## src/rtl/ibc_pkg.sv

```systemverilog
// ----------------------------------------------------------------------------
// ibc_pkg
// Shared widths, region, function and status codes and block map geometry for the
// inode block cursor.
// ----------------------------------------------------------------------------
`timescale 1ns / 1ps

package ibc_pkg;

    // block map geometry
    localparam int BLOCK_BYTES    = 512;
    localparam int PTRS_PER_BLOCK = 128;
    localparam int DIRECT_COUNT   = 10;
    localparam int SINGLE_COUNT   = 4;

    // field widths
    localparam int POS_W    = 31;
    localparam int REGION_W = 2;
    localparam int TOP_W    = 4;
    localparam int IDX_W    = $clog2(PTRS_PER_BLOCK);
    localparam int OFF_W    = $clog2(BLOCK_BYTES);

    // region boundaries in bytes
    localparam logic [POS_W:0] SPAN_PTR1  = (POS_W+1)'(BLOCK_BYTES * PTRS_PER_BLOCK);
    localparam logic [POS_W:0] SPAN_PTR2  = SPAN_PTR1 * PTRS_PER_BLOCK;
    localparam logic [POS_W:0] END_DIRECT = (POS_W+1)'(DIRECT_COUNT * BLOCK_BYTES);
    localparam logic [POS_W:0] END_SINGLE = END_DIRECT + SPAN_PTR1 * SINGLE_COUNT;
    localparam logic [POS_W:0] END_DOUBLE = END_SINGLE + SPAN_PTR2;
    localparam logic [POS_W:0] END_TRIPLE = END_DOUBLE + SPAN_PTR2 * PTRS_PER_BLOCK;

    localparam logic [TOP_W-1:0] DIRECT_LAST = TOP_W'(DIRECT_COUNT - 1);
    localparam logic [TOP_W-1:0] SINGLE_LAST = TOP_W'(SINGLE_COUNT - 1);
    localparam logic [IDX_W-1:0] PTR_LAST    = IDX_W'(PTRS_PER_BLOCK - 1);

    // function codes
    localparam logic FUNC_SEEK    = 1'b0;
    localparam logic FUNC_ADVANCE = 1'b1;

    // status codes
    localparam logic STATUS_OK    = 1'b0;
    localparam logic STATUS_RANGE = 1'b1;

    // region codes
    typedef logic [REGION_W-1:0] region_t;
    localparam region_t REGION_DIRECT = 2'd0;
    localparam region_t REGION_SINGLE = 2'd1;
    localparam region_t REGION_DOUBLE = 2'd2;
    localparam region_t REGION_TRIPLE = 2'd3;

endpackage

```

## src/rtl/inode_block_cursor.sv

```systemverilog
// ----------------------------------------------------------------------------
// inode_block_cursor
// Cursor into an inode block map with direct, single, double and triple
// indirect regions: seek to a byte position or advance to the next block.
// ----------------------------------------------------------------------------
// Usage:
//   s_ channel carries one word per request: s_func selects seek or advance,
//   s_byte_pos and s_file_size are used by seek only. m_ channel returns one
//   word per request: status, the cursor (region, four indices, byte offset)
//   after the request, and the linear byte position the cursor denotes.
//   A word accepted on the s_ channel sits in the input register; the cursor
//   update writes the result register once it is free, and m_valid is set.
//   Throughput is one word per cycle while m_ready is high; the cursor update
//   is a region compare, one 31-bit subtract and a short carry over the
//   indices, all combinational between the input register and the
//   cursor/result register.
//   The result register is the cursor itself, so the input register keeps
//   taking a word while a result waits; when m_ready is low both registers
//   fill and s_ready drops until the result is taken.
//   Synchronous active-low reset empties both registers and puts the cursor
//   at byte 0 of the direct region.
// ----------------------------------------------------------------------------
`timescale 1ns / 1ps

module inode_block_cursor (
    input  logic                            aclk,
    input  logic                            aresetn,

    input  logic                            s_valid,
    output logic                            s_ready,
    input  logic                            s_func,
    input  logic [ibc_pkg::POS_W-1:0]       s_byte_pos,
    input  logic [ibc_pkg::POS_W-1:0]       s_file_size,

    output logic                            m_valid,
    input  logic                            m_ready,
    output logic                            m_status,
    output logic [ibc_pkg::REGION_W-1:0]    m_region,
    output logic [ibc_pkg::TOP_W-1:0]       m_index_top,
    output logic [ibc_pkg::IDX_W-1:0]       m_index_second,
    output logic [ibc_pkg::IDX_W-1:0]       m_index_third,
    output logic [ibc_pkg::IDX_W-1:0]       m_index_fourth,
    output logic [ibc_pkg::OFF_W-1:0]       m_byte_offset,
    output logic [ibc_pkg::POS_W-1:0]       m_linear_pos
);

    localparam int POS_W = ibc_pkg::POS_W;
    localparam int TOP_W = ibc_pkg::TOP_W;
    localparam int IDX_W = ibc_pkg::IDX_W;
    localparam int OFF_W = ibc_pkg::OFF_W;
    localparam int BLK_W = POS_W - OFF_W;

    // input register
    logic                  in_valid_reg;
    logic                  in_func_reg;
    logic [POS_W-1:0]      in_pos_reg;
    logic [POS_W-1:0]      in_size_reg;

    // cursor, doubles as the result register
    logic                  m_valid_reg;
    logic                  status_reg;
    ibc_pkg::region_t      cur_region_reg, cur_region_next;
    logic [TOP_W-1:0]      cur_top_reg, cur_top_next;
    logic [IDX_W-1:0]      cur_second_reg, cur_second_next;
    logic [IDX_W-1:0]      cur_third_reg, cur_third_next;
    logic [IDX_W-1:0]      cur_fourth_reg, cur_fourth_next;
    logic [OFF_W-1:0]      cur_offset_reg, cur_offset_next;
    logic [POS_W-1:0]      lin_reg, lin_next;

    logic                  xfer;
    logic                  op_ok;

    // seek decode
    logic [POS_W:0]        pos_ext;
    logic [POS_W:0]        seek_base;
    logic [POS_W-1:0]      seek_d;
    logic                  seek_ok;
    ibc_pkg::region_t      seek_region;
    logic [TOP_W-1:0]      seek_top;
    logic [IDX_W-1:0]      seek_second, seek_third, seek_fourth;

    // advance
    logic                  adv_ok;
    ibc_pkg::region_t      adv_region;
    logic [TOP_W-1:0]      adv_top;
    logic [IDX_W-1:0]      adv_second, adv_third, adv_fourth;
    logic [POS_W-1:0]      adv_lin;

    assign xfer    = in_valid_reg && (!m_valid_reg || m_ready);
    assign s_ready = !in_valid_reg || xfer;

    always_ff @(posedge aclk) begin
        if (!aresetn) begin
            in_valid_reg <= 1'b0;
        end else if (s_ready) begin
            in_valid_reg <= s_valid;
        end
        if (s_valid && s_ready) begin
            in_func_reg <= s_func;
            in_pos_reg  <= s_byte_pos;
            in_size_reg <= s_file_size;
        end
    end

    // seek: region by range compare, indices are bit slices of the offset
    always_comb begin
        pos_ext = {1'b0, in_pos_reg};
        seek_ok = (in_pos_reg <= in_size_reg) && (pos_ext < ibc_pkg::END_TRIPLE);
        if (pos_ext < ibc_pkg::END_DIRECT) begin
            seek_region = ibc_pkg::REGION_DIRECT;
            seek_base   = '0;
        end else if (pos_ext < ibc_pkg::END_SINGLE) begin
            seek_region = ibc_pkg::REGION_SINGLE;
            seek_base   = ibc_pkg::END_DIRECT;
        end else if (pos_ext < ibc_pkg::END_DOUBLE) begin
            seek_region = ibc_pkg::REGION_DOUBLE;
            seek_base   = ibc_pkg::END_SINGLE;
        end else begin
            seek_region = ibc_pkg::REGION_TRIPLE;
            seek_base   = ibc_pkg::END_DOUBLE;
        end
        seek_d      = in_pos_reg - seek_base[POS_W-1:0];
        seek_top    = '0;
        seek_second = '0;
        seek_third  = '0;
        seek_fourth = '0;
        case (seek_region)
            ibc_pkg::REGION_DIRECT: begin
                seek_top = seek_d[OFF_W +: TOP_W];
            end
            ibc_pkg::REGION_SINGLE: begin
                seek_top    = seek_d[OFF_W+IDX_W +: TOP_W];
                seek_second = seek_d[OFF_W +: IDX_W];
            end
            ibc_pkg::REGION_DOUBLE: begin
                seek_second = seek_d[OFF_W+IDX_W +: IDX_W];
                seek_third  = seek_d[OFF_W +: IDX_W];
            end
            default: begin
                seek_second = seek_d[OFF_W+2*IDX_W +: IDX_W];
                seek_third  = seek_d[OFF_W+IDX_W +: IDX_W];
                seek_fourth = seek_d[OFF_W +: IDX_W];
            end
        endcase
    end

    // advance: carry through the indices of the current region
    always_comb begin
        adv_ok     = 1'b1;
        adv_region = cur_region_reg;
        adv_top    = cur_top_reg;
        adv_second = cur_second_reg;
        adv_third  = cur_third_reg;
        adv_fourth = cur_fourth_reg;
        case (cur_region_reg)
            ibc_pkg::REGION_DIRECT: begin
                if (cur_top_reg >= ibc_pkg::DIRECT_LAST) begin
                    adv_region = ibc_pkg::REGION_SINGLE;
                    adv_top    = '0;
                    adv_second = '0;
                end else begin
                    adv_top = cur_top_reg + 1'b1;
                end
            end
            ibc_pkg::REGION_SINGLE: begin
                if (cur_second_reg >= ibc_pkg::PTR_LAST) begin
                    adv_second = '0;
                    if (cur_top_reg >= ibc_pkg::SINGLE_LAST) begin
                        adv_region = ibc_pkg::REGION_DOUBLE;
                        adv_top    = '0;
                        adv_third  = '0;
                    end else begin
                        adv_top = cur_top_reg + 1'b1;
                    end
                end else begin
                    adv_second = cur_second_reg + 1'b1;
                end
            end
            ibc_pkg::REGION_DOUBLE: begin
                if (cur_third_reg >= ibc_pkg::PTR_LAST) begin
                    adv_third = '0;
                    if (cur_second_reg >= ibc_pkg::PTR_LAST) begin
                        adv_region = ibc_pkg::REGION_TRIPLE;
                        adv_second = '0;
                        adv_fourth = '0;
                    end else begin
                        adv_second = cur_second_reg + 1'b1;
                    end
                end else begin
                    adv_third = cur_third_reg + 1'b1;
                end
            end
            default: begin
                if (cur_fourth_reg >= ibc_pkg::PTR_LAST) begin
                    if (cur_third_reg >= ibc_pkg::PTR_LAST) begin
                        if (cur_second_reg >= ibc_pkg::PTR_LAST) begin
                            adv_ok = 1'b0;
                        end else begin
                            adv_second = cur_second_reg + 1'b1;
                            adv_third  = '0;
                            adv_fourth = '0;
                        end
                    end else begin
                        adv_third  = cur_third_reg + 1'b1;
                        adv_fourth = '0;
                    end
                end else begin
                    adv_fourth = cur_fourth_reg + 1'b1;
                end
            end
        endcase
        // regions are contiguous, so the next block starts one block further on
        adv_lin = {lin_reg[POS_W-1:OFF_W] + BLK_W'(1), {OFF_W{1'b0}}};
    end

    assign op_ok = (in_func_reg == ibc_pkg::FUNC_ADVANCE) ? adv_ok : seek_ok;

    always_comb begin
        cur_region_next = cur_region_reg;
        cur_top_next    = cur_top_reg;
        cur_second_next = cur_second_reg;
        cur_third_next  = cur_third_reg;
        cur_fourth_next = cur_fourth_reg;
        cur_offset_next = cur_offset_reg;
        lin_next        = lin_reg;
        if (xfer && op_ok) begin
            if (in_func_reg == ibc_pkg::FUNC_ADVANCE) begin
                cur_region_next = adv_region;
                cur_top_next    = adv_top;
                cur_second_next = adv_second;
                cur_third_next  = adv_third;
                cur_fourth_next = adv_fourth;
                cur_offset_next = '0;
                lin_next        = adv_lin;
            end else begin
                cur_region_next = seek_region;
                cur_top_next    = seek_top;
                cur_second_next = seek_second;
                cur_third_next  = seek_third;
                cur_fourth_next = seek_fourth;
                cur_offset_next = in_pos_reg[OFF_W-1:0];
                lin_next        = in_pos_reg;
            end
        end
    end

    always_ff @(posedge aclk) begin
        if (!aresetn) begin
            m_valid_reg    <= 1'b0;
            status_reg     <= ibc_pkg::STATUS_OK;
            cur_region_reg <= ibc_pkg::REGION_DIRECT;
            cur_top_reg    <= '0;
            cur_second_reg <= '0;
            cur_third_reg  <= '0;
            cur_fourth_reg <= '0;
            cur_offset_reg <= '0;
            lin_reg        <= '0;
        end else begin
            m_valid_reg    <= xfer || (m_valid_reg && !m_ready);
            if (xfer) begin
                status_reg <= op_ok ? ibc_pkg::STATUS_OK : ibc_pkg::STATUS_RANGE;
            end
            cur_region_reg <= cur_region_next;
            cur_top_reg    <= cur_top_next;
            cur_second_reg <= cur_second_next;
            cur_third_reg  <= cur_third_next;
            cur_fourth_reg <= cur_fourth_next;
            cur_offset_reg <= cur_offset_next;
            lin_reg        <= lin_next;
        end
    end

    assign m_valid        = m_valid_reg;
    assign m_status       = status_reg;
    assign m_region       = cur_region_reg;
    assign m_index_top    = cur_top_reg;
    assign m_index_second = cur_second_reg;
    assign m_index_third  = cur_third_reg;
    assign m_index_fourth = cur_fourth_reg;
    assign m_byte_offset  = cur_offset_reg;
    assign m_linear_pos   = lin_reg;

    // tracked linear position agrees with the cursor byte offset
    a_lin_offset: assert property (@(posedge aclk) disable iff (!aresetn)
        lin_reg[OFF_W-1:0] == cur_offset_reg)
        else $error("linear position out of step with byte offset");

    // a rejected word leaves the cursor where it was
    a_reject_hold: assert property (@(posedge aclk) disable iff (!aresetn)
        (xfer && !op_ok) |=> ($stable(cur_region_reg) && $stable(lin_reg)
                              && $stable(cur_offset_reg) && $stable(cur_fourth_reg)))
        else $error("cursor moved on a rejected word");

    // an accepted advance lands on the start of a block
    a_adv_offset: assert property (@(posedge aclk) disable iff (!aresetn)
        (xfer && op_ok && in_func_reg == ibc_pkg::FUNC_ADVANCE)
            |=> (cur_offset_reg == '0 && status_reg == ibc_pkg::STATUS_OK))
        else $error("advance did not clear byte offset");

    // top index is unused in the double and triple regions
    a_top_unused: assert property (@(posedge aclk) disable iff (!aresetn)
        (cur_region_reg == ibc_pkg::REGION_DOUBLE || cur_region_reg == ibc_pkg::REGION_TRIPLE)
            |-> cur_top_reg == '0)
        else $error("top index set outside direct and single regions");

    // a word in the input register reaches the result register when it is free
    a_result_load: assert property (@(posedge aclk) disable iff (!aresetn)
        (in_valid_reg && !m_valid_reg) |=> m_valid_reg)
        else $error("result register not loaded");

endmodule
```

## config.mk

```make
export PLATFORM = sky130hd
export DESIGN_NAME = inode_block_cursor
export DESIGN_NICKNAME = d
export VERILOG_FILES = /design/src/rtl/ibc_pkg.sv /design/src/rtl/inode_block_cursor.sv
export SDC_FILE = /design/constraint.sdc
export NUM_CORES = 1
export LEC_CHECK = 0
export BUFFER_PORTS_ARGS = -buffer_cell sky130_fd_sc_hd__buf_2
export CORE_MARGIN = 3
export CORE_UTILIZATION = 24
export CTS_CLUSTER_DIAMETER = 30
export DETAILED_ROUTE_END_ITERATION = 7
export PLACE_DENSITY = 0.42
export SYNTH_ARGS = -nofsm -noshare
export SYNTH_HDL_FRONTEND = slang
export SYNTH_SLANG_ARGS = --single-unit
```

## constraint.sdc

```tcl
create_clock -name aclk -period 10.8 [get_ports aclk]
set_clock_uncertainty 0.05 [all_clocks]
set_input_delay 0.54 -clock aclk [delete_from_list [all_inputs] [get_ports aclk]]
set_output_delay 0.54 -clock aclk [all_outputs]
set_load 0.1 [all_outputs]
```

==> flow_summary.ini <==
[timing]
fin_crit_sh = 0.4317
fmax_ghz = 0.2145
tightest_slew_ns = 0.9183
slew_headroom = 0.3878
rsz0062_at_grt = false
setup_violations = 0
finalHoldViolCount = 0
min_period_ns = 4.662
final_max_slew_viol_count = 0
setup_tns_ns = 0

[synth]
syn_nets = 907
yosys-top-cells-area = edfxtp_1, dfxtp_1, ha_1, a21oi_1, nand2_1
synthCells = 792
synth_edf_count = 63
synth_top_area_share = 0.2564
ys_ff_latch = 124
synth_flop_cell = edfxtp_1
synth_fa_ha_area_frac = 0.08140
async_reset_ff_frac = 0
synth_compound_area_frac = 0.2240
synth_cell_types = 72
synth_mux_area_frac = 0.008309
synth_xor_xnor_area_share = 0.03086
syn_avg_cell_area_sq_um = 9.316
synth_top_cell_by_area = edfxtp_1
synth_top_family_by_area = compound AO/OA/AOI/OAI gates
synth.cell_area_sq_mm = 0.007378
yosys.area_share.simple = 0.1669
ys_warn_count = 0
yosysSeqAreaShare = 0.4219

[power]
vdd_drop_max_v = 0.00009745
finalPower_mw = 1.372
p_per_area_mw_per_mm2 = 153.4
leakage_nw = 3.664

[floorplan]
die_area_sq_mm = 0.03288
die_w_microns = 181.3
initial_utilization = 0.2463
num_rows = 63
io_pins = 137
die_h_microns = 181.3
core-area_sq_mm = 0.02995

[final_layout]
area_growth_pct = 21.18
layout_common_cells = buf_2, nand2_1, a21oi_1
layout-drive-gt1-share = 0.2225
antenna_cells = 0
final_common_cell = buf_2
layout.cells.non_filler = 1307
num-nets-final = 1019
fin_area_sq_mm = 0.008941

[clock_tree]
post_cts_resized = 0
clock_path_buffers = 2
cts_hold_buffers = 0
insertion_delay_ns = 0.43
cts_htree_levels = 4
cts_tree = yes
cts_buffers = 17
clk_pin_slew_worst_paths_ns = 0.07
clock-root-buffer = clkbuf_16
cts_setup_buffers = 0
cts_num_sinks = 124

[place]
placed_cells = 1275
place_hpwl_mm = 17.52
io_buffer_count = 136
postPlaceCellArea_sq_mm = 0.008327
place.gp.congestion = 0.8423

[global_routing]
grt.overflow.total = 0
grt_pass1_vias = 6486
grt_antenna_before_repair = 0
grt_pass1_wl_mm = 37.78
grt_max_degree = 65
track_usage = 0.1459

[critical_path]
crit_start = in_pos_reg[15]$_DFFE_PP_
cp-end-kind = register
startpoint_type = register
required_ns = 11.06
cp.arrival_ns = 4.93
critical_path_class = register to register
r2r-start = in_pos_reg[15]$_DFFE_PP_
crit_fanout = 7

[min_path]
hp-class = input port to register
hp-start = s_byte_pos[26]

[routing]
routed_wl_mm = 24.31
wl_per_cell_microns = 18.60
drc = 0
num_vias = 6459
drt-initial-drc-count = 403
vias_per_cell = 4.942
ant_nets = 0
dr.pass1.iters = 6

[run]
maxCapViolations = 0

[outcome]
outcome = completed
==> stage by stage <==
step                hold WS, ns    util  setup slack, ns
CTS                      0.2072  0.2985            6.154
global placement         0.4125  0.2780            6.259
global route             0.2065  0.2985            5.869
finish                   0.2330  0.2985            6.138
detailed placement       0.4160  0.2780            6.189
floorplan                0.4278       -            6.777
==> synthesized netlist by cell type, types with 13 or more instances <==
master	count
inv_1	55
a21oi_1	70
dfxtp_1	61
o21ai_0	40
edfxtp_1	63
xor2_1	14
ha_1	48
nor3_1	19
o31ai_1	13
nand2_1	77
clkbuf_1	24
nand3_1	39
nor2_1	39
==> cells by family after synthesis <==
| logic type | count (synthesis) |
|---|---|
| buffers and inverters | 106 |
| XOR/XNOR | 26 |
| multiplexers | 6 |
| flip-flops | 124 |
| AO/OA/AOI/OAI | 237 |
| adder cells (fa/ha/maj) | 48 |
| AND/OR/NAND/NOR | 245 |
==> final timing paths <==
check / slack, ns / endpoint / cells past startpoint
min: 0.23 / in_pos_reg[26]$_DFFE_PP_ / 1
min reg2reg: 0.42 / m_byte_offset[6]$_SDFFE_PN0P_ / 2
max reg2reg: 6.14 / m_index_second[5]$_SDFFE_PN0P_ / 12
max: 6.14 / m_index_second[5]$_SDFFE_PN0P_ / 12
==> metal layers <==
layer  wire length (microns)  GRT usage  vias to the layer above
li1                        -          -                     3178
met1                   11860     0.2046                     3050
met2                   10940     0.2277                      200
met3                    1131    0.03121                       31
met4                     373    0.03961                        0
met5                       0          0                        -
==> where the power goes <==
part	internal [mW]	total [mW]	leakage, nW	switching, mW
Combinational	0.0598	0.222	2.25	0.162
Clock	0.335	0.606	0.299	0.271
Sequential	0.519	0.544	1.11	0.0248
==> area by class of cell <==
cell class | instances | area (sq um)
clock buffers | 17 | 425.4
inverters | 56 | 210.2
flip-flops and latches | 124 | 3113
repair buffers | 143 | 733.2
multi-input cells | 562 | 3782
well taps | 390 | 488.0
fillers | 3197 | 21010
clock inverters | 15 | 188.9
==> worst max-delay path, stage by stage (launching register included) <==
cell and delay (ns):
edfxtp_1 0.47, or4_1 0.68, or3_1 0.38, or4_1 0.67, inv_1 0.15, ha_1 0.30, nor2b_1 0.21, o41ai_1 0.51
a21boi_0 0.33, nor3_1 0.25, xnor2_1 0.15, o221ai_1 0.14, a41o_1 0.24
(Power assumes the default switching activity.)
